**src/hw/rtl/xtea_pkg.sv**
```systemverilog
// Package for the XTEA counter-mode keystream block.
// Types and constants shared by the front, the queue and the cipher pipeline.
`default_nettype none
package xtea_pkg;
   localparam logic [31:0] ROUND_DELTA = 32'h9E3779B9;
   localparam int          SECOND_KEY_SHIFT = 11;

   localparam logic [2:0] REG_KEY0  = 3'd0;
   localparam logic [2:0] REG_KEY1  = 3'd1;
   localparam logic [2:0] REG_KEY2  = 3'd2;
   localparam logic [2:0] REG_KEY3  = 3'd3;
   localparam logic [2:0] REG_START = 3'd4;

   // one item after the front: counter already chosen, byte mask built
   typedef struct packed {
      logic [63:0] counter;
      logic [63:0] data_word;
      logic [63:0] mask;
      logic [3:0]  byte_count;
   } work_type;

   typedef struct packed {
      logic [31:0] v0;
      logic [31:0] v1;
      logic [31:0] sum;
   } round_type;

   function automatic logic [31:0] mix(input logic [31:0] v);
      mix = ((v << 4) ^ (v >> 5)) + v;
   endfunction
endpackage
`default_nettype wire

```
**src/hw/rtl/xtea_front.sv**
```systemverilog
// Front stage: accepts items, tracks the block counter, builds byte masks.
// Depends on xtea_pkg.
`default_nettype none
module xtea_front (
   input  wire logic              clock,
   input  wire logic              reset,
   input  wire logic              in_valid,
   output logic                   in_ready,
   input  wire logic [63:0]       data_word,
   input  wire logic [3:0]        byte_count,
   input  wire logic              start_of_message,
   input  wire logic [63:0]       start_counter,
   output logic                   out_valid,
   input  wire logic              out_ready,
   output xtea_pkg::work_type     out_item
);
   logic [63:0]        counter_ff, counter_in;
   logic               valid_ff, valid_in;
   xtea_pkg::work_type item_ff, item_in;
   logic [63:0]        cur_ctr, mask;
   logic               take;

   assign in_ready  = !valid_ff || out_ready;
   assign take      = in_valid && in_ready;
   assign cur_ctr   = start_of_message ? start_counter : counter_ff;
   assign out_valid = valid_ff;
   assign out_item  = item_ff;

   always_comb begin
      if (byte_count >= 4'd8) mask = '1;
      else if (byte_count == 4'd0) mask = '0;
      else mask = (64'd1 << {byte_count[2:0], 3'b000}) - 64'd1;
      item_in = item_ff;
      valid_in = valid_ff;
      counter_in = counter_ff;
      if (take) begin
         item_in.counter    = cur_ctr;
         item_in.data_word  = data_word;
         item_in.mask       = mask;
         item_in.byte_count = byte_count;
         counter_in = cur_ctr + 64'd1;
         valid_in = 1'b1;
      end else if (out_ready) begin
         valid_in = 1'b0;
      end
   end

   always_ff @(posedge clock) begin
      item_ff <= item_in;
      if (reset) begin
         valid_ff   <= 1'b0;
         counter_ff <= '0;
      end else begin
         valid_ff   <= valid_in;
         counter_ff <= counter_in;
      end
   end

   property p_ctr_step;
      @(posedge clock) disable iff (reset) take |=> counter_ff == item_ff.counter + 64'd1;
   endproperty
   a_ctr_step: assert property (p_ctr_step) else $error("counter did not advance");
   a_hold: assert property (@(posedge clock) disable iff (reset)
      valid_ff && !out_ready |=> valid_ff && $stable(item_ff))
      else $error("front item lost under stall");
   a_fill: assert property (@(posedge clock) disable iff (reset)
      take |=> valid_ff) else $error("taken item not held");
endmodule
`default_nettype wire

```
**config.mk**
```make
export PLATFORM = sky130hd
export DESIGN_NAME = xtea_front
export DESIGN_NICKNAME = d
export VERILOG_FILES = /design/src/hw/rtl/xtea_pkg.sv /design/src/hw/rtl/xtea_front.sv
export SDC_FILE = /design/constraint.sdc
export NUM_CORES = 1
export LEC_CHECK = 0
export BUFFER_PORTS_ARGS = -buffer_cell sky130_fd_sc_hd__buf_2
export CORE_MARGIN = 3
export CORE_UTILIZATION = 49
export DETAILED_ROUTE_END_ITERATION = 12
export PLACE_DENSITY = 0.78
export SLEW_MARGIN = 20
export SYNTH_ARGS = -nofsm -noshare
export SYNTH_HDL_FRONTEND = slang
export SYNTH_SLANG_ARGS = --single-unit
```
**constraint.sdc**
```tcl
create_clock -name clock -period 16.2 [get_ports clock]
set_input_delay 2.43 -clock clock [delete_from_list [all_inputs] [get_ports clock]]
set_output_delay 2.43 -clock clock [all_outputs]
set_load 0.01 [all_outputs]
```
== Word level (Yosys, flattened, before mapping) ==
Cells that the tools add are included.
Storage, ports and cells
  flip-flop bits (word level): 261
  input port bits: 137
  output and inout bits: 198
  word-level logic and storage cells: 19
Operators by class
  $add $sub $neg: 2
  $lt $le $gt $ge: 1
  shift-type cells: 1
  muxes and demuxes: 4
  reduce and logical (&&, ||, !) cells: 5
Operators by type and width (number)
  64-bit 2-to-1 mux: 2
  64-bit by 1-bit adder with 64-bit output, second input constant: 1
  1-bit by 6-bit << shifter with 64-bit output, first input constant: 1
  64-bit by 1-bit subtractor with 64-bit output, second input constant: 1
  4-bit >= comparator, second input constant: 1
  4-bit zero test: 1
  1-bit 2-to-1 mux: 2
  2-bit nonzero test: 1
  1-bit logical AND: 1
  1-bit zero test: 1
  1-bit logical OR: 1

== Logic depth before layout (Yosys ltp) ==
  word-level depth: 4
  mapped depth: 15

== Worst setup path before layout ==
Ideal clock, no wire load.
  kind: input port to flip-flop
  start: input port out_ready
  end: register item_ff (netlist bit out_item[0]) (enable)
  setup time: 568 ps
  arrival time: 7304 ps
  required time: 15632 ps
  slack: 8328 ps
  stages on the path: 5
  buffers on the path: 2
  path through: nand2b_1 -> nand2_1 -> inv_1 -> clkbuf_1 -> buf_1
On the way
  cells in the longest elaborated chain, start to end: 2
Ends and longest elaborated chain
  start, declared: line xtea_front.sv:14  | input wire logic out_ready,
  1-bit logical OR: line xtea_front.sv:23  | assign in_ready = !valid_ff || out_ready;
  1-bit logical AND: line xtea_front.sv:24  | assign take = in_valid && in_ready;
  via take: line xtea_front.sv:21  | logic take;
  end signal, assigned: line xtea_front.sv:49  | item_ff <= item_in;
  end, declared: line xtea_front.sv:19  | xtea_pkg::work_type item_ff, item_in;
The timed path passes the listed nets, and every way through them passes these cells.
A chain may end at the register's enable or synchronous reset.

== Worst setup path after layout ==
  start: input port start_of_message
  end: register counter_ff[36]
On the way
  cells in the longest elaborated chain, start to end: 2
Ends and longest elaborated chain
  start, declared: line xtea_front.sv:11  | input wire logic start_of_message,
  64-bit 2-to-1 mux: line xtea_front.sv:25  | assign cur_ctr = start_of_message ? start_counter : counter_ff;
  via cur_ctr[0]: line xtea_front.sv:20  | logic [63:0] cur_ctr, mask;
  64-bit by 1-bit adder with 64-bit output: line xtea_front.sv:41  | counter_in = cur_ctr + 64'd1;
  end signal, assigned: line xtea_front.sv:55  | counter_ff <= counter_in;
  end, declared: line xtea_front.sv:17  | logic [63:0] counter_ff, counter_in;
The timed path passes the listed nets, and every way through them passes these cells.

==> out/results.txt <==
H-tree Lvls: 1
most frequent cells in the layout: buf_2, edfxtp_1, nand2_1
sequential-to-total area share from yosys stat: 55.7%
crit-path cells: buf_4 > buf_4 > mux2_2 > ha_1 > inv_1 > a211oi_2 > nand4_1 > a2111oi_2 > nor4_1 > a311o_1
core box area: 0.0204 mm²
Nets: 1353
starting density of the core: 50.2%
origin of the critical flop-to-flop path: counter_ff[0]$_SDFFE_PP0P_
CTS tree: built
Tot GR Track Use: 23.5%
combinational power share: 11.8%
FP Rows: 52
highest-delay cell along the critical path: a211oi_2
post-route cell area: 0.0126 mm²
Worst path max stage delay: 760 ps
most used cell, CP: buf_4
fraction of registers with async set/reset: 0%
Crit. End Element: register
Skew-Pair Late Insertion Delay: 500 ps
Die W: 151 µm
post-DP HPWL: 19.9 mm
Most used DFF post-synth: edfxtp_1
Required @ worst endpoint: 16600 ps
initial antenna violation count: 4
CTS sink count: 212
Cells after Synth: 943
PwrDens: 107 mW/mm²
worst vdd ir: 0.0709 mV
cell family with most CP delay: compound AO/OA/AOI/OAI gates
DIE AREA: 0.0227 mm²
vias in the first global route: 8086
worst-margin pin slew: 1050 ps
worst path arrival time: 7090 ps
Syn Area/Cell: 10.9 µm²
commonest non-fill, non-tap cell in the layout: buf_2
fmax: 0.149 GHz
filler cell count: 1701
sequential power share: 47.5%
Clock Path Buffers: 3
Die Ht: 151 µm
Int Power: 1.01 mW
switching share of power: 24.3%
Synth Warn #: 0
I/O Buffers: 334
pin count of the biggest net entering global routing: 117
synthesized cell area: 0.0103 mm²
final worst slack: 9510 ps
Hold Crit Class: register to register
Slew headroom: 29.9%
FF-to-FF End: counter_ff[36]$_SDFFE_PP0P_
worst hold path startpoint: counter_ff[63]$_SDFFE_PP0P_
cts bufs inserted: 24
Area growth syn-to-layout: 22.4%
Final Slew Violations: 0
EDFF count, synth: 147
post-synth cell types: 63
max_cap viols: 0
Congestion Overflow GR: 0
Seq cells post-synth: 212
via count: 8593
crit-path max FO: 81
NetSw: 0.326 mW
period utilization: 41.3%
drt first pass iters: 5
post_cts resized: 0
Hold Crit Depth: 1
postcts setup bufs: 0
count of final setup violators: 0
clk_skew: 10.7 ps
Fin. Hold Viols: 0
Post-Syn Nets: 1082
CP Launch Type: input pin
post-route minimum period: 6690 ps
placer's final routability congestion estimate: 0.916
placed inst area: 0.0117 mm²
r2r setup slk: 12620 ps
WL/cell: 18.9 µm
CP Class: input pin to register
Final ANT Viol Nets: 0
R2R depth: 8
DRC errors left: 0
Place WS: 9080 ps
Min Hold Slack: 460 ps
share of layout cells above drive strength 1: 34.7%
unrepaired setup endpoints after global routing: false
WP buf/inv: 3
# hold bufs at CTS: 0
status: complete, no violations
# IOs: 335
clk root buf: clkbuf_16
post-route setup TNS: 0 ps
Clk pwr share: 40.6%
Starting DRT DRC Count: 640
via-per-instance ratio: 5.71
Routed WL: 28.4 mm
P_leak: 5.15 nW
Critical Path Stages: 10
WHS Endpoint: counter_ff[63]$_SDFFE_PP0P_
CTS clk-pin slew, worst paths: 60 ps
first-pass GRT wire length: 42.6 mm
-- kinds of logic after synthesis --
kind of cell	count (synthesis)	share of synthesized area [%]
AOI/OAI and AO/OA	142	9.15
xor gates and xnor gates	26	2.22
adders and majority gates	2	0.244
buffers and inverters	134	7.08
DFF	212	55.7
muxes	68	7.11
and+or+nand+nor	359	18.5
-- layer usage --
metal / global-route usage, % / wire length, µm / vias up
met4: 7.62 / 759 / 0
met3: 4.24 / 2420 / 54
met2: 40.5 / 14100 / 414
met5: 0 / 0 / -
li1: - / - / 4017
met1: 30.0 / 11100 / 4108
-- worst register-to-register path: stages, from the launching register on --
cell and delay [ps]:
dfxtp_1 380, mux2_2 190, ha_1 190, inv_1 80
a211oi_2 760, nand4_1 690, a2111oi_2 770, nor4_1 90
a311o_1 330
-- flip-flops by register name, summed over array words and instances (netlist names) --
register	cells
counter_ff	64
out_valid	1
out_item	147
-- worst max path at each step --
| stage | from | endpoint | slack [ps] |
|---|---|---|---|
| after floorplan | out_ready | out_item[0]$_DFFE_PP_ | 8330 |
| after global placement | start_of_message | counter_ff[36]$_SDFFE_PP0P_ | 9200 |
| after detailed placement | start_of_message | counter_ff[36]$_SDFFE_PP0P_ | 9080 |
| after CTS | start_of_message | counter_ff[36]$_SDFFE_PP0P_ | 9610 |
| after global routing | start_of_message | counter_ff[36]$_SDFFE_PP0P_ | 9180 |
| final | start_of_message | counter_ff[36]$_SDFFE_PP0P_ | 9510 |
-- power groups by stage --
stage               clock network [mW]  logic, mW  registers (mW)
finish                           0.545      0.159           0.637
global route                     0.579      0.173           0.641
CTS                              0.553      0.159           0.638
detailed placement                   0      0.158           0.648
global placement                     0      0.155           0.647
floorplan                            0     0.0830           0.662
-- cells in the mapped netlist (4+ instances only) --
| master | count | area, µm² |
|---|---|---|
| a21o_1 | 6 | 45.0 |
| a21oi_1 | 36 | 180 |
| a22o_1 | 4 | 35.0 |
| a22oi_1 | 15 | 113 |
| a31oi_1 | 4 | 25.0 |
| and2_1 | 4 | 25.0 |
| and3_1 | 10 | 62.6 |
| and4_1 | 5 | 43.8 |
| buf_1 | 4 | 15.0 |
| buf_2 | 11 | 55.1 |
| buf_4 | 54 | 405 |
| clkbuf_1 | 26 | 97.6 |
| dfxtp_1 | 65 | 1300 |
| edfxtp_1 | 147 | 4410 |
| inv_1 | 38 | 143 |
| mux2_2 | 39 | 439 |
| mux2i_1 | 29 | 290 |
| nand2_1 | 108 | 405 |
| nand2b_1 | 6 | 37.5 |
| nand3_1 | 91 | 455 |
| nand3b_1 | 23 | 173 |
| nand4_1 | 28 | 175 |
| nand4b_1 | 10 | 87.6 |
| nor2_1 | 22 | 82.6 |
| nor3_1 | 23 | 115 |
| nor4_1 | 11 | 68.8 |
| o211ai_1 | 4 | 30.0 |
| o21ai_0 | 33 | 165 |
| o21ai_1 | 4 | 20.0 |
| o22ai_1 | 5 | 31.3 |
| or3_1 | 4 | 25.0 |
| xnor2_1 | 19 | 166 |
| xor2_1 | 7 | 61.3 |
-- metrics by stage --
stage                     total power [mW]  std cells  util (%)
after CTS                             1.35       1502      61.4
after global placement               0.803       1458      57.5
after global routing                  1.39       1506      61.5
after floorplan                      0.745        943         -
final                                 1.34       1506      61.5
after detailed placement             0.806       1458      57.5
-- cell type report --
type	instances	area [µm²]	share of cell area, %
Clock inverter	6	56.3	0.448
Tap cell	270	338	2.69
Sequential cell	212	5720	45.5
Inverter	38	148	1.18
Timing Repair Buffer	341	1730	13.7
Clock buffer	38	748	5.96
Antenna cell	4	10.0	0.0797
Multi-Input combinational cell	597	3820	30.4
Note: power is estimated with default switching activity, not from simulation.
