<file path="src/hw/rtl/xtea_pkg.sv">
// Package for the XTEA counter-mode keystream block.
// Types and constants shared by the front, the queue and the cipher pipeline.
`default_nettype none
package xtea_pkg;
   localparam logic [31:0] ROUND_DELTA = 32'h9E3779B9;
   localparam int          SECOND_KEY_SHIFT = 11;

   localparam logic [2:0] REG_KEY0  = 3'd0;
   localparam logic [2:0] REG_KEY1  = 3'd1;
   localparam logic [2:0] REG_KEY2  = 3'd2;
   localparam logic [2:0] REG_KEY3  = 3'd3;
   localparam logic [2:0] REG_START = 3'd4;

   // one item after the front: counter already chosen, byte mask built
   typedef struct packed {
      logic [63:0] counter;
      logic [63:0] data_word;
      logic [63:0] mask;
      logic [3:0]  byte_count;
   } work_type;

   typedef struct packed {
      logic [31:0] v0;
      logic [31:0] v1;
      logic [31:0] sum;
   } round_type;

   function automatic logic [31:0] mix(input logic [31:0] v);
      mix = ((v << 4) ^ (v >> 5)) + v;
   endfunction
endpackage
`default_nettype wire

</file>
<file path="src/hw/rtl/xtea_queue.sv">
// Short FIFO between front and cipher pipeline (registered, depth 2).
// Depends on xtea_pkg.
`default_nettype none
module xtea_queue (
   input  wire logic              clock,
   input  wire logic              reset,
   input  wire logic              in_valid,
   output logic                   in_ready,
   input  wire xtea_pkg::work_type in_item,
   output logic                   out_valid,
   input  wire logic              out_ready,
   output xtea_pkg::work_type     out_item
);
   xtea_pkg::work_type slot_ff [2];
   logic       wp_ff, rp_ff;
   logic [1:0] cnt_ff;
   logic       push, pop;

   assign in_ready  = cnt_ff != 2'd2;
   assign out_valid = cnt_ff != 2'd0;
   assign out_item  = slot_ff[rp_ff];
   assign push = in_valid && in_ready;
   assign pop  = out_valid && out_ready;

   always_ff @(posedge clock) begin
      if (push) slot_ff[wp_ff] <= in_item;
      if (reset) begin
         wp_ff <= 1'b0; rp_ff <= 1'b0; cnt_ff <= '0;
      end else begin
         if (push) wp_ff <= !wp_ff;
         if (pop)  rp_ff <= !rp_ff;
         cnt_ff <= cnt_ff + {1'b0, push} - {1'b0, pop};
      end
   end

   a_cnt: assert property (@(posedge clock) disable iff (reset) cnt_ff <= 2'd2)
      else $error("queue overflow");
   a_ptr: assert property (@(posedge clock) disable iff (reset)
      (cnt_ff == 2'd0 || cnt_ff == 2'd2) |-> wp_ff == rp_ff)
      else $error("queue pointers inconsistent");
   a_push: assert property (@(posedge clock) disable iff (reset)
      push && !pop |=> cnt_ff == $past(cnt_ff) + 2'd1) else $error("push lost");
endmodule
`default_nettype wire

</file>
<file path="config.mk">
export PLATFORM = sky130hd
export DESIGN_NAME = xtea_queue
export DESIGN_NICKNAME = d
export VERILOG_FILES = /design/src/hw/rtl/xtea_pkg.sv /design/src/hw/rtl/xtea_queue.sv
export SDC_FILE = /design/constraint.sdc
export NUM_CORES = 1
export LEC_CHECK = 0
export BUFFER_PORTS_ARGS = -buffer_cell sky130_fd_sc_hd__buf_2
export CAP_MARGIN = 5
export CORE_ASPECT_RATIO = 0.8
export CORE_MARGIN = 8
export CORE_UTILIZATION = 50
export CTS_BUF_LIST = sky130_fd_sc_hd__clkbuf_8
export DETAILED_ROUTE_END_ITERATION = 8
export PLACE_DENSITY = 0.88
export REMOVE_ABC_BUFFERS = 1
export SYNTH_ARGS = -nofsm -noshare
export SYNTH_HDL_FRONTEND = slang
export SYNTH_SLANG_ARGS = --single-unit
</file>
<file path="constraint.sdc">
create_clock -name clock -period 6.39 [get_ports clock]
set_clock_uncertainty 0.15 [all_clocks]
set_input_delay 0.639 -clock clock [delete_from_list [all_inputs] [get_ports clock]]
set_output_delay 0.639 -clock clock [all_outputs]
set_load 0.05 [all_outputs]
</file>
# Word-level counts from Yosys, hierarchy flattened
# Memory sizes are Yosys's and may differ from the RTL's. A register that Yosys moved wholly into a read port is not among the register bits.
# Cells that the tools add are included.
# classes
muxes	4
n_addsub	2
reduce_logical	5
n_eq_ne	1
# op_table
op	count
2-to-1 mux 1 bit	4
adder 2 x 1 -> 2 bit	1
logical AND 1 bit	2
logical NOT 1 bit	2
inequality test 2 bit, second input constant	1
nonzero test 2 bit	1
subtractor 2 x 1 -> 2 bit	1
# word_totals
word_cells	16
in_bits	200
register_bits	4
ramBits	392
mem_count	1
out_inout_bits	198
# memory_table
memory	words	width	rd	rd_ports_with_merged_regs	write_ports	line	source
slot_ff	2	196	1	1	1	xtea_queue.sv:14	xtea_pkg::work_type slot_ff [2];

# Longest topological paths before layout
# Gate-level depths: netlist (run 1).
# depth
word_depth	4
depth_mapped	6
mapped_depth_nobuf	6

# Least setup slack after synthesis (run 1)
# Ideal clock, no wire load.
# synth_timing
path_type	reg-to-reg
start	reg cnt_ff[0]
end	mem slot_ff[1][0] (netlist bit), enable pin
stages_incl_launch_ff	3
slack_ps	136
n_path_buf	0
t_arrival_ps	5522
period_less_slack_ps	6254
required_ps	5658
setup_time_ps	582
path_cell_list	dfxtp_1 -> nand2b_1 -> and3_1
# synth_between
elab_chain_cells	4
# synth_lines
item	line	source
from (decl)	xtea_queue.sv:16	logic [1:0] cnt_ff;
from (signal assigned)	xtea_queue.sv:32	cnt_ff <= cnt_ff + {1'b0, push} - {1'b0, pop};
inequality test 2 bit	xtea_queue.sv:19	assign in_ready = cnt_ff != 2'd2;
via in_ready	xtea_queue.sv:8	output logic in_ready,
logical AND 1 bit	xtea_queue.sv:22	assign push = in_valid && in_ready;
2-to-1 mux 1 bit	xtea_queue.sv:26	if (push) slot_ff[wp_ff] <= in_item;
2-to-1 mux 1 bit (not written as such)	xtea_queue.sv:26	
to (decl)	xtea_queue.sv:14	
# The timed path passes the listed nets, and every way through them passes these cells.

==> impl_results.md, run 1 <==
- Outcome: completed
- Class of the worst hold path: input pin to register
- Post-synth EDFFs: 392
- Detailed Route Iter0 Violations: 419
- Placeable Area: 29,400 µm²
- Overall die area: 35,800 µm²
- Crit end category: output port
- Max cap viols: 0
- Router iterations before antenna repair: 4
- Design Power: 7570 µW
- Worst vdd rail ir drop: 0.000368 V
- Final setup vio count: 0
- Count of cell types in the netlist: 25
- Worst Path Required: 5.60 ns
- Dominant register cell in the synthesized netlist: edfxtp_1
- Post-DP HPWL: 22,900 µm
- Cell type group with the largest total delay on the critical path: flip-flops
- Post-detailed-route via-to-cell ratio: 5.06
- Biggest cell delay along the critical path: 0.98 ns
- Pin slew with the least headroom to its limit: 0.989 ns
- Post-layout minimum cycle time: 3.77 ns
- DRC violation count after routing: 0
- Sequential standard cell area: 11,900 µm²
- Number of cells produced by synthesis: 639
- Number of global-route vias before repair: 8,183
- Ratio of cells with drive above 1 in the final layout: 60.0%
- Final sum of negative setup slack: 0 ns
- Number of top-level pins: 398
- Die boundary height: 171 µm
- CP max FO: 55
- Antenna violation net count after detailed routing: 0
- Standard-cell rows: 56
- Gp weighted congestion: 0.786
- Count of final hold-check violations: 0
- CP arrival: 2.98 ns
- PD cells: 411 nW/µm²
- Number of CTS-inserted buffers: 58
- Max stage delay cell, worst path: dfxtp_4
- Max frequency: 265 MHz
- Number of nets in the layout: 1,281
- TritonCTS Sinks: 397
- Antenna violations before repair: 8
- Maximum number of pins on one net before global-route repair: 100
- Combined area of all synthesized cells: 15,000 µm²
- Final Cycle Share: 59.0%
- Clk slew on worst S/H paths: 0.07 ns
- CP cell instances: buf_4 > mux2_4 > buf_2
- Horiz. Die Dim: 210 µm
- CTS H-Tree Depth: 2
- Initial Util: 50.9%
- Gr ovfl total: 0
- Fill count: 1,999
- CTS Hold Bufs: 0
- Crit Path Class: register to output port
- Average instance area after synthesis: 23.4 µm²
- Worst relative slew slack: 34.1%
- Multi-input gate area in the final layout: 2890 µm²
- CTS tree: done
- P_sw: 2680 µW
- Area growth syn-to-layout: 22.9%
- Share of total power in the clock network: 25.0%
- Avg WL per Cell: 21.6 µm
- Longest Clk Path Bufs: 3
- PortBufs: 397
- Syn. warnings: 0
- Post-synthesis sequential element count: 397
- Proportion of synthesized chip area in sequential cells: 79.3%
- Most used cells in the layout excluding fill and tap cells: buf_2 (397), edfxtp_1 (392), mux2_4 (140)
- Setup repair after global routing missed its margin: no
- Drt total wl: 32,600 µm
- Buffer count from post-CTS setup fixing: 0
- Comb pwr share: 31.6%
- Most common cell after layout, fill and taps aside: buf_2
- Sequential power share: 43.4%
- Int Power: 4890 µW
- Switching part of the total power: 35.4%
- Crit path buffers/inverters: 2
- Nature of the critical path startpoint: register
- Number of resized instances in the post-cts repair step: 0
- Leakage power: 0.00720 µW
- Max Slew Vio Count: 0
- All-layer global routing usage: 17.4%
- Share of synthesized flip-flops with an asynchronous set or reset: 0%
- First-pass GRT wire length: 47,600 µm
- Clock latency at the later pin of the worst-skew pair: 0.58 ns
- Routed vias: 7,634
- Cell at the root of the clock tree: clkbuf_8
## cell type report
type / instances / share of cell area [%]
sequential: 397 / 64.5
antenna: 3 / 0.0408
inverter: 1 / 0.0612
multi-input combinational: 219 / 15.7
clock inverter: 49 / 1.54
tap: 377 / 2.56
timing repair buffer: 403 / 11.2
clock buffer: 59 / 4.41
## kinds of logic (layout without fill, tap and decap cells)
kind of cell               Yosys count  in the layout  synth area share [%]
other                                0              3                     0
AOI/OAI and AO/OA                    6              6                 0.292
buffers and inverters               23            512                  1.47
xor gates and xnor gates             1              1                0.0585
muxes                              196            196                  18.2
adders and majority gates            1              1                0.0835
and+or+nand+nor                     15             15                 0.585
DFF                                397            397                  79.3
## layer usage
| metal | vias up | share of wire [%] | GRT usage [%] |
|---|---|---|---|
| met3 | 68 | 10 | 6.97 |
| met4 | 8 | 3.0 | 7.56 |
| li1 | 3450 | - | - |
| met1 | 3719 | 38 | 20.2 |
| met5 | - | 0.16 | 0 |
| met2 | 389 | 49 | 28.7 |
## worst register-to-register path, cell delays in order, from the launching register on
cell and delay (ns):
dfxtp_1 0.42, nand2b_1 0.20, nand3b_1 0.21, inv_8 0.48, buf_4 0.83
## worst paths after layout
path                     end   startpoint  cells past startpoint  slack (ns)
max             out_item[68]     register                      3        2.62
min           slot_ff[1][43]  in_item[43]                      1        0.09
max reg2reg  slot_ff[0][179]    cnt_ff[0]                      4        3.64
min reg2reg            rp_ff        rp_ff                      2        0.36
## metrics by stage
step	utilization (%)	worst slack [ns]	instance area (µm²)	hold WS, ns	std cells
2_1_floorplan	-	-1.98	14800	0.322	617
3_3_place_gp	58.8	3.23	17300	0.336	1397
3_5_place_dp	58.8	3.21	17300	0.348	1397
4_1_cts	62.5	2.55	18400	0.0144	1505
5_1_grt	62.6	2.46	18400	0.0284	1508
6_report	62.6	2.62	18400	0.0906	1508
## sequential cells by signal (all words and copies together) (netlist names), named ones only
name,cells
wp_ff,1
cnt_ff,2
rp_ff,1
slot_ff,392
## power by group through the flow
stage | combinational, µW | sequential (µW) | clock (µW)
after global routing | 2490 | 3310 | 2070
after detailed placement | 2410 | 3340 | 0
after floorplan | 2020 | 3440 | 0
after CTS | 2410 | 3290 | 1960
after global placement | 2380 | 3320 | 0
final | 2390 | 3290 | 1890
## cell usage after synthesis, types with 2 or more instances
cell | number | area share [%]
o21ai_0 | 2 | 0.067
mux2_4 | 140 | 14
and3_1 | 2 | 0.084
buf_6 | 17 | 1.3
dfxtp_1 | 5 | 0.67
nor2_1 | 4 | 0.10
mux2_2 | 56 | 4.2
buf_2 | 5 | 0.17
edfxtp_1 | 392 | 79
Power figures use the tool's default switching activity.
==> run 2, diff against run 1 <==
--- a/config.mk
+++ b/config.mk
@@ -5,14 +5,15 @@
 export SDC_FILE = /design/constraint.sdc
 export NUM_CORES = 1
 export LEC_CHECK = 0
+export ABC_AREA = 1
 export BUFFER_PORTS_ARGS = -buffer_cell sky130_fd_sc_hd__buf_2
 export CAP_MARGIN = 5
 export CORE_ASPECT_RATIO = 0.8
 export CORE_MARGIN = 8
-export CORE_UTILIZATION = 50
+export CORE_UTILIZATION = 49
 export CTS_BUF_LIST = sky130_fd_sc_hd__clkbuf_8
 export DETAILED_ROUTE_END_ITERATION = 8
-export PLACE_DENSITY = 0.88
+export PLACE_DENSITY = 0.9
 export REMOVE_ABC_BUFFERS = 1
 export SYNTH_ARGS = -nofsm -noshare
 export SYNTH_HDL_FRONTEND = slang
==> constraint.sdc (replaced) <==
create_clock -name clock -period 3.4 [get_ports clock]
set_clock_uncertainty 0.15 [all_clocks]
set_input_delay 0.34 -clock clock [delete_from_list [all_inputs] [get_ports clock]]
set_output_delay 0.34 -clock clock [all_outputs]
set_load 0.05 [all_outputs]
==> run 2 against run 1 <==
Core utilization up 5.3 points. Die area rose by 1.7%. Clock power rose by 98%. Critical endpoint is now out_item[116].
==> impl_results.md, run 2 <==
- Proportion of synthesized chip area in sequential cells: 79.4% (was 79.3%)
- Area share of the largest cell type after synthesis: 78.7% (was 78.6%)
- Worst Path Required: 2.91 ns (was 5.60 ns)
- Setup WS pre-CTS: 1.30 ns (was 3.21 ns)
- Setup repair after global routing missed its margin: no (unchanged)
- Worst hold start: out_ready (was in_item[43])
- Outcome: completed (unchanged)
- Longest Clk Path Bufs: 3 (unchanged)
- TritonCTS Sinks: 397 (unchanged)
- Buffer count from post-CTS setup fixing: 0 (unchanged)
- All-layer global routing usage: 20.9% (was 17.4%)
- Initial Util: 49.5% (was 50.9%)
- Startpoint of the worst-slack reg-to-reg timing path: cnt_ff[0] (unchanged)
- Clock latency at the later pin of the worst-skew pair: 0.58 ns (about the same)
- Number of CTS-inserted buffers: 59 (was 58)
- First-pass GRT wire length: 57,800 µm (was 47,600 µm)
- Dominant register cell in the synthesized netlist: edfxtp_1 (unchanged)
- Routed vias: 8,709 (was 7,634)
- Syn. warnings: 0 (unchanged)
- Crit path buffers/inverters: 2 (unchanged)
- Avg WL per Cell: 22.6 µm (was 21.6 µm)
- Most common cell in the netlist: edfxtp_1 (unchanged)
- Register bank with the most flops: slot_ff (unchanged)
- Post-DP HPWL: 22,300 µm (was 22,900 µm)
- Area of all placed cells without fillers: 20,500 µm² (was 18,400 µm²)
- Antenna violations before repair: 4 (was 8)
- Worst hold margin: 0.101 ns (was 0.0906 ns)
- Drt total wl: 39,400 µm (was 32,600 µm)
- Most used cells in the layout excluding fill and tap cells: buf_2 (397), edfxtp_1 (392), dlygate4sd3_1 (198) (was buf_2 (397), edfxtp_1 (392), mux2_4 (140))
- Worst vdd rail ir drop: 0.000925 V (was 0.000368 V)
- Count of cell types in the netlist: 14 (was 25)
- Placeable Area: 30,200 µm² (was 29,400 µm²)
- Gr ovfl total: 0 (unchanged)
- Standard-cell rows: 57 (was 56)
- CTS tree: done (unchanged)
- Most common cell after layout, fill and taps aside: buf_2 (unchanged)
- CP arrival: 2.11 ns (was 2.98 ns)
- Cell at the root of the clock tree: clkbuf_8 (unchanged)
- Cell area after placement: 17,400 µm² (was 17,300 µm²)
- Class of the worst hold path: input pin to register (unchanged)
- Maximum number of pins on one net before global-route repair: 137 (was 100)
- Top flop regs: slot_ff x392, cnt_ff x2 (unchanged)
- Worst relative slew slack: 41.2% (was 34.1%)
- Post-detailed-route via-to-cell ratio: 4.99 (was 5.06)
- Antenna violation net count after detailed routing: 0 (unchanged)
- Crit end category: output port (unchanged)
- Max cap viols: 0 (unchanged)
- DRC violation count after routing: 0 (unchanged)
- Final setup vio count: 0 (unchanged)
- Max stage delay cell, worst path: buf_12 (was dfxtp_4)
- Average instance area after synthesis: 23.2 µm² (was 23.4 µm²)
- CP cell instances: buf_12 > mux2_4 > buf_2 (was buf_4 > mux2_4 > buf_2)
- Pin slew with the least headroom to its limit: 0.881 ns (was 0.989 ns)
- Clk slew on worst S/H paths: 0.06 ns (was 0.07 ns)
- Largest register FFs: 392 (unchanged)
- Number of nets in the layout: 1,488 (was 1,281)
- Max Slew Vio Count: 0 (unchanged)
- Final critical-path setup slack: 0.802 ns (was 2.62 ns)
- Number of resized instances in the post-cts repair step: 0 (unchanged)
- Count of final hold-check violations: 0 (unchanged)
- Cell type group with the largest total delay on the critical path: buffers and inverters (was flip-flops)
- PD cells: 788 nW/µm² (was 411 nW/µm²)
- Biggest cell delay along the critical path: 0.40 ns (was 0.98 ns)
- Post-synthesis sequential element count: 397 (unchanged)
- Number of cells produced by synthesis: 646 (was 639)
- Area growth syn-to-layout: 37.1% (was 22.9%)
- Share of synthesized flip-flops with an asynchronous set or reset: 0% (unchanged)
- Detailed Route Iter0 Violations: 599 (was 419)
- Die boundary height: 172 µm (was 171 µm)
- Number of top-level pins: 398 (unchanged)
- Ratio of cells with drive above 1 in the final layout: 50.8% (was 60.0%)
- Leakage power: 0.00810 µW (was 0.00720 µW)
- Gp weighted congestion: 0.806 (was 0.786)
- Final Cycle Share: 76.4%
- Number of global-route vias before repair: 9,652 (was 8,183)
- Post-layout minimum cycle time: 2.60 ns
- Largest area contributor in the netlist: edfxtp_1 (unchanged)
- Router iterations before antenna repair: 4 (unchanged)
- Biggest area contributors in the synthesized netlist: edfxtp_1 (79%), mux2_4 (14%), mux2_2 (4.2%) (unchanged)
- CTS H-Tree Depth: 2 (unchanged)
- PortBufs: 397 (unchanged)
- Max frequency: 385 MHz
- Synth cell count leaders: edfxtp_1 (392), mux2_4 (140), mux2_2 (56) (unchanged)
- Nature of the critical path startpoint: register (unchanged)
- Combined area of all synthesized cells: 15,000 µm² (about the same)
- CP max FO: 75 (was 55)
- Crit Path Class: register to output port (unchanged)
- Post-synth EDFFs: 392 (unchanged)
- Fill count: 1,814 (was 1,999)
- Horiz. Die Dim: 211 µm (was 210 µm)
- Overall die area: 36,400 µm² (was 35,800 µm²)
run 2: changes by cell type in the layout (fill, tap and decap cells not counted), sizes merged, moves of 5 or more:
cell,before,now
dlygate4sd3,0,198
clkinv,27,16
inv,19,29
nand2,0,8
clkbuf,59,64
nor2,4,9
run 2: through the flow:
stage               std cells  power, µW  util (%)  TNS [ns]
floorplan                 624      11200         -  -3509.25
global placement         1441      12100      57.5         0
detailed placement       1441      12200      57.5         0
CTS                      1743      16100      67.8         0
global route             1747      16700      67.8         0
finish                   1747      16200      67.8         0
run 2: metal layers:
layer  routed length [µm]  share of wire [%]  GRT usage, %
met1                14700                 37          24.3
met2                20000                 51          36.6
met3                 3460                8.8          5.96
met4                 1310                3.3          8.54
met5                    0                  0             0
run 2: worst register-to-register path, delay by kind of cell, from the launching register on:
kind	cells	cell delay, ns
DFF	1	0.36
and+or+nand+nor	3	0.51
buffers and inverters	2	0.53
run 2: path summary, 6_finish.rpt:
kind,end,slack [ns],cells past startpoint
max,out_item[116],0.80,3
min,register,0.10,5
max reg2reg,slot_ff[1][140],1.21,5
min reg2reg,rp_ff,0.37,2
run 2: area by class of cell:
| type | instances | area [µm²] | share of cell area, % |
|---|---|---|---|
| clock buffer | 64 | 881 | 4.29 |
| multi-input combinational | 219 | 2850 | 13.9 |
| antenna | 4 | 10.0 | 0.0488 |
| clock inverter | 40 | 235 | 1.15 |
| sequential | 397 | 11900 | 57.9 |
| tap | 413 | 517 | 2.52 |
| timing repair buffer | 602 | 4110 | 20.0 |
| inverter | 8 | 30.0 | 0.146 |
run 2: what timing repair did:
item,4_1_cts,5_1_grt
hold endpoints to repair,397,0
hold buffers,198,0
setup endpoints to repair,0,0
run 2: cell families (layout without fill, tap and decap cells):
| family | Yosys count | in the layout | synth area share [%] |
|---|---|---|---|
| other cells | 0 | 4 | 0 |
| mux | 196 | 196 | 18.3 |
| compound gates | 2 | 2 | 0.0669 |
| fa+ha+maj | 1 | 1 | 0.0836 |
| buf+inv | 30 | 714 | 1.65 |
| simple gates | 19 | 19 | 0.494 |
| flops | 397 | 397 | 79.4 |
| xor+xnor | 1 | 1 | 0.0586 |
run 2: power by group:
part | internal [µW] | switching (µW) | total, µW
combinational | 1840 | 4160 | 5990
clock | 1940 | 1800 | 3740
sequential | 6220 | 214 | 6430
==> run 3, diff against run 2 <==
--- a/config.mk
+++ b/config.mk
@@ -10,10 +10,10 @@
 export CAP_MARGIN = 5
 export CORE_ASPECT_RATIO = 0.8
 export CORE_MARGIN = 8
-export CORE_UTILIZATION = 49
+export CORE_UTILIZATION = 50
 export CTS_BUF_LIST = sky130_fd_sc_hd__clkbuf_8
 export DETAILED_ROUTE_END_ITERATION = 8
-export PLACE_DENSITY = 0.9
+export PLACE_DENSITY = 0.88
 export REMOVE_ABC_BUFFERS = 1
 export SYNTH_ARGS = -nofsm -noshare
 export SYNTH_HDL_FRONTEND = slang
==> constraint.sdc (replaced) <==
create_clock -name clock -period 2.4 [get_ports clock]
set_clock_uncertainty 0.15 [all_clocks]
set_input_delay 0.24 -clock clock [delete_from_list [all_inputs] [get_ports clock]]
set_output_delay 0.24 -clock clock [all_outputs]
set_load 0.05 [all_outputs]
==> run 3 against run 2 <==
Total power increased by 43%. First-iteration DRC count shrank 4.7%. Count of clock-buffer cells in the layout is 5 lower. Critical endpoint is now out_item[157]. Sequential share of layout area is 1.2 points lower. Largest cell class unchanged.
==> impl_results.md, run 3 (same netlist as run 2, synthesis figures left out) <==
- Count of final hold-check violations: 0 (unchanged)
- Overall die area: 35,700 µm² (was 36,400 µm²)
- Final critical-path setup slack: 0.0685 ns (was 0.802 ns)
- Area growth syn-to-layout: 40.0% (was 37.1%)
- Most used cells in the layout excluding fill and tap cells: edfxtp_1 (392), buf_2 (372), dlygate4sd3_1 (199) (was buf_2 (397), edfxtp_1 (392), dlygate4sd3_1 (198))
- Antenna violations before repair: 4 (unchanged)
- Worst relative slew slack: 65.0% (was 41.2%)
- Share of total power in the clock network: 21.0% (was 23.1%)
- Switching part of the total power: 38.5% (was 38.2%)
- Final setup vio count: 0 (unchanged)
- Worst vdd rail ir drop: 0.000911 V (was 0.000925 V)
- Routed vias: 9,039 (was 8,709)
- Setup WS pre-CTS: 0.484 ns (was 1.30 ns)
- DRC violation count after routing: 0 (unchanged)
- CP max FO: 20 (was 75)
- Crit end category: output port (unchanged)
- First-pass GRT wire length: 61,100 µm (was 57,800 µm)
- Outcome: completed (unchanged)
- Sequential power share: 39.3% (was 39.8%)
- Utilization after layout: 71.3% (was 67.8%)
- TritonCTS Sinks: 397 (unchanged)
- Worst hold margin: 0.226 ns (was 0.101 ns)
- Area of all placed cells without fillers: 20,900 µm² (was 20,500 µm²)
- Horiz. Die Dim: 209 µm (was 211 µm)
- P_sw: 8920 µW (was 6170 µW)
- Class of the worst hold path: input pin to register (unchanged)
- Clock latency at the later pin of the worst-skew pair: 0.58 ns (about the same)
- Maximum number of pins on one net before global-route repair: 89 (was 137)
- Post-DP HPWL: 24,600 µm (was 22,300 µm)
- Setup repair after global routing missed its margin: yes (was no)
- Post-detailed-route via-to-cell ratio: 5.19 (was 4.99)
- Longest Clk Path Bufs: 3 (unchanged)
- Max frequency: 429 MHz
- Largest register FFs: 392 (unchanged)
- Leakage power: 0.00835 µW (was 0.00810 µW)
- Ratio of cells with drive above 1 in the final layout: 51.2% (was 50.8%)
- All-layer global routing usage: 22.6% (was 20.9%)
- PD cells: 1110 nW/µm² (was 788 nW/µm²)
- Top flop regs: slot_ff x392, cnt_ff x2 (unchanged)
- Standard-cell rows: 56 (was 57)
- Register bank with the most flops: slot_ff (unchanged)
- Number of top-level pins: 398 (unchanged)
- Number of global-route vias before repair: 9,950 (was 9,652)
- Placeable Area: 29,400 µm² (was 30,200 µm²)
- Fill count: 1,643 (was 1,814)
- Initial Util: 50.9% (was 49.5%)
- Number of nets in the layout: 1,518 (was 1,488)
- Gp weighted congestion: 0.795 (was 0.806)
- Router iterations before antenna repair: 5 (was 4)
- Nature of the critical path startpoint: register (unchanged)
- Max Slew Vio Count: 0 (unchanged)
- CTS H-Tree Depth: 2 (unchanged)
- Pin slew with the least headroom to its limit: 0.524 ns (was 0.881 ns)
- Most common cell after layout, fill and taps aside: edfxtp_1 (was buf_2)
- Cell at the root of the clock tree: clkbuf_8 (unchanged)
- Number of CTS-inserted buffers: 58 (was 59)
- Cell area after placement: 17,600 µm² (was 17,400 µm²)
- Gr ovfl total: 0 (unchanged)
- Drt total wl: 42,200 µm (was 39,400 µm)
- PortBufs: 397 (unchanged)
- Antenna violation net count after detailed routing: 0 (unchanged)
- Int Power: 14,300 µW (was 10,000 µW)
- Max cap viols: 0 (unchanged)
- Clk slew on worst S/H paths: 0.07 ns (was 0.06 ns)
- Post-layout minimum cycle time: 2.33 ns
- Crit Path Class: register to output port (unchanged)
- CP arrival: 1.94 ns (was 2.11 ns)
- Avg WL per Cell: 24.3 µm (was 22.6 µm)
- Final sum of negative setup slack: 0 ns (unchanged)
- Detailed Route Iter0 Violations: 571 (was 599)
- Comb pwr share: 39.6% (was 37.1%)
- Final Cycle Share: 97.1%
- Worst Path Required: 2.01 ns (was 2.91 ns)
- Die boundary height: 171 µm (was 172 µm)
- CTS tree: done (unchanged)
run 3: path summary, 6_finish.rpt:
path	from	endpoint	slack, ns	depth (start not counted)
setup / recovery	register	out_item[157]	0.07	4
hold / removal	in_item[113]	slot_ff[0][113]	0.23	2
setup reg to reg	cnt_ff[0]	slot_ff[0][133]	0.44	6
hold reg to reg	rp_ff	register	0.36	2
run 3: through the flow:
| step | total power (µW) | std cells |
|---|---|---|
| after floorplan | 13900 | 624 |
| after global placement | 17500 | 1428 |
| after detailed placement | 17600 | 1428 |
| after CTS | 22900 | 1736 |
| after global routing | 24000 | 1741 |
| final | 23200 | 1741 |
run 3: power by group through the flow:
stage / combinational (µW) / clock [µW] / sequential, µW
6_report: 9200 / 4880 / 9120
3_3_place_gp: 8350 / 0 / 9110
3_5_place_dp: 8430 / 0 / 9190
5_1_grt: 9500 / 5290 / 9180
4_1_cts: 8980 / 4860 / 9060
2_1_floorplan: 4550 / 0 / 9360
run 3: routing by layer:
layer  global-route usage (%)  part of all wire (%)
met4                     8.26                   2.9
met2                     39.8                    51
met1                     26.1                    37
met3                     6.86                   9.5
met5                        0                     0
run 3: final cells by class:
type / instances / area [µm²] / share of cell area, %
inverters: 8 / 30.0 / 0.143
clock buffers: 59 / 812 / 3.88
multi-input cells: 219 / 2850 / 13.6
clock inverters: 44 / 199 / 0.950
well taps: 377 / 472 / 2.25
repair buffers: 633 / 4680 / 22.4
diodes: 4 / 10.0 / 0.0478
flip-flops and latches: 397 / 11900 / 56.7
run 3: timing repair:
action                                 CTS  global route
buffers inserted                         2             0
resized for setup                       11            47
setup endpoints to repair              106            40
hold buffers                           199             0
cloned                                   4             1
endpoints found under the hold margin  397             0
run 3: critical path: stages, from the launching register on:
cell	delay, ns
dfxtp_4	0.39
buf_12	0.19
buf_16	0.21
mux2_4	0.32
buf_2	0.21
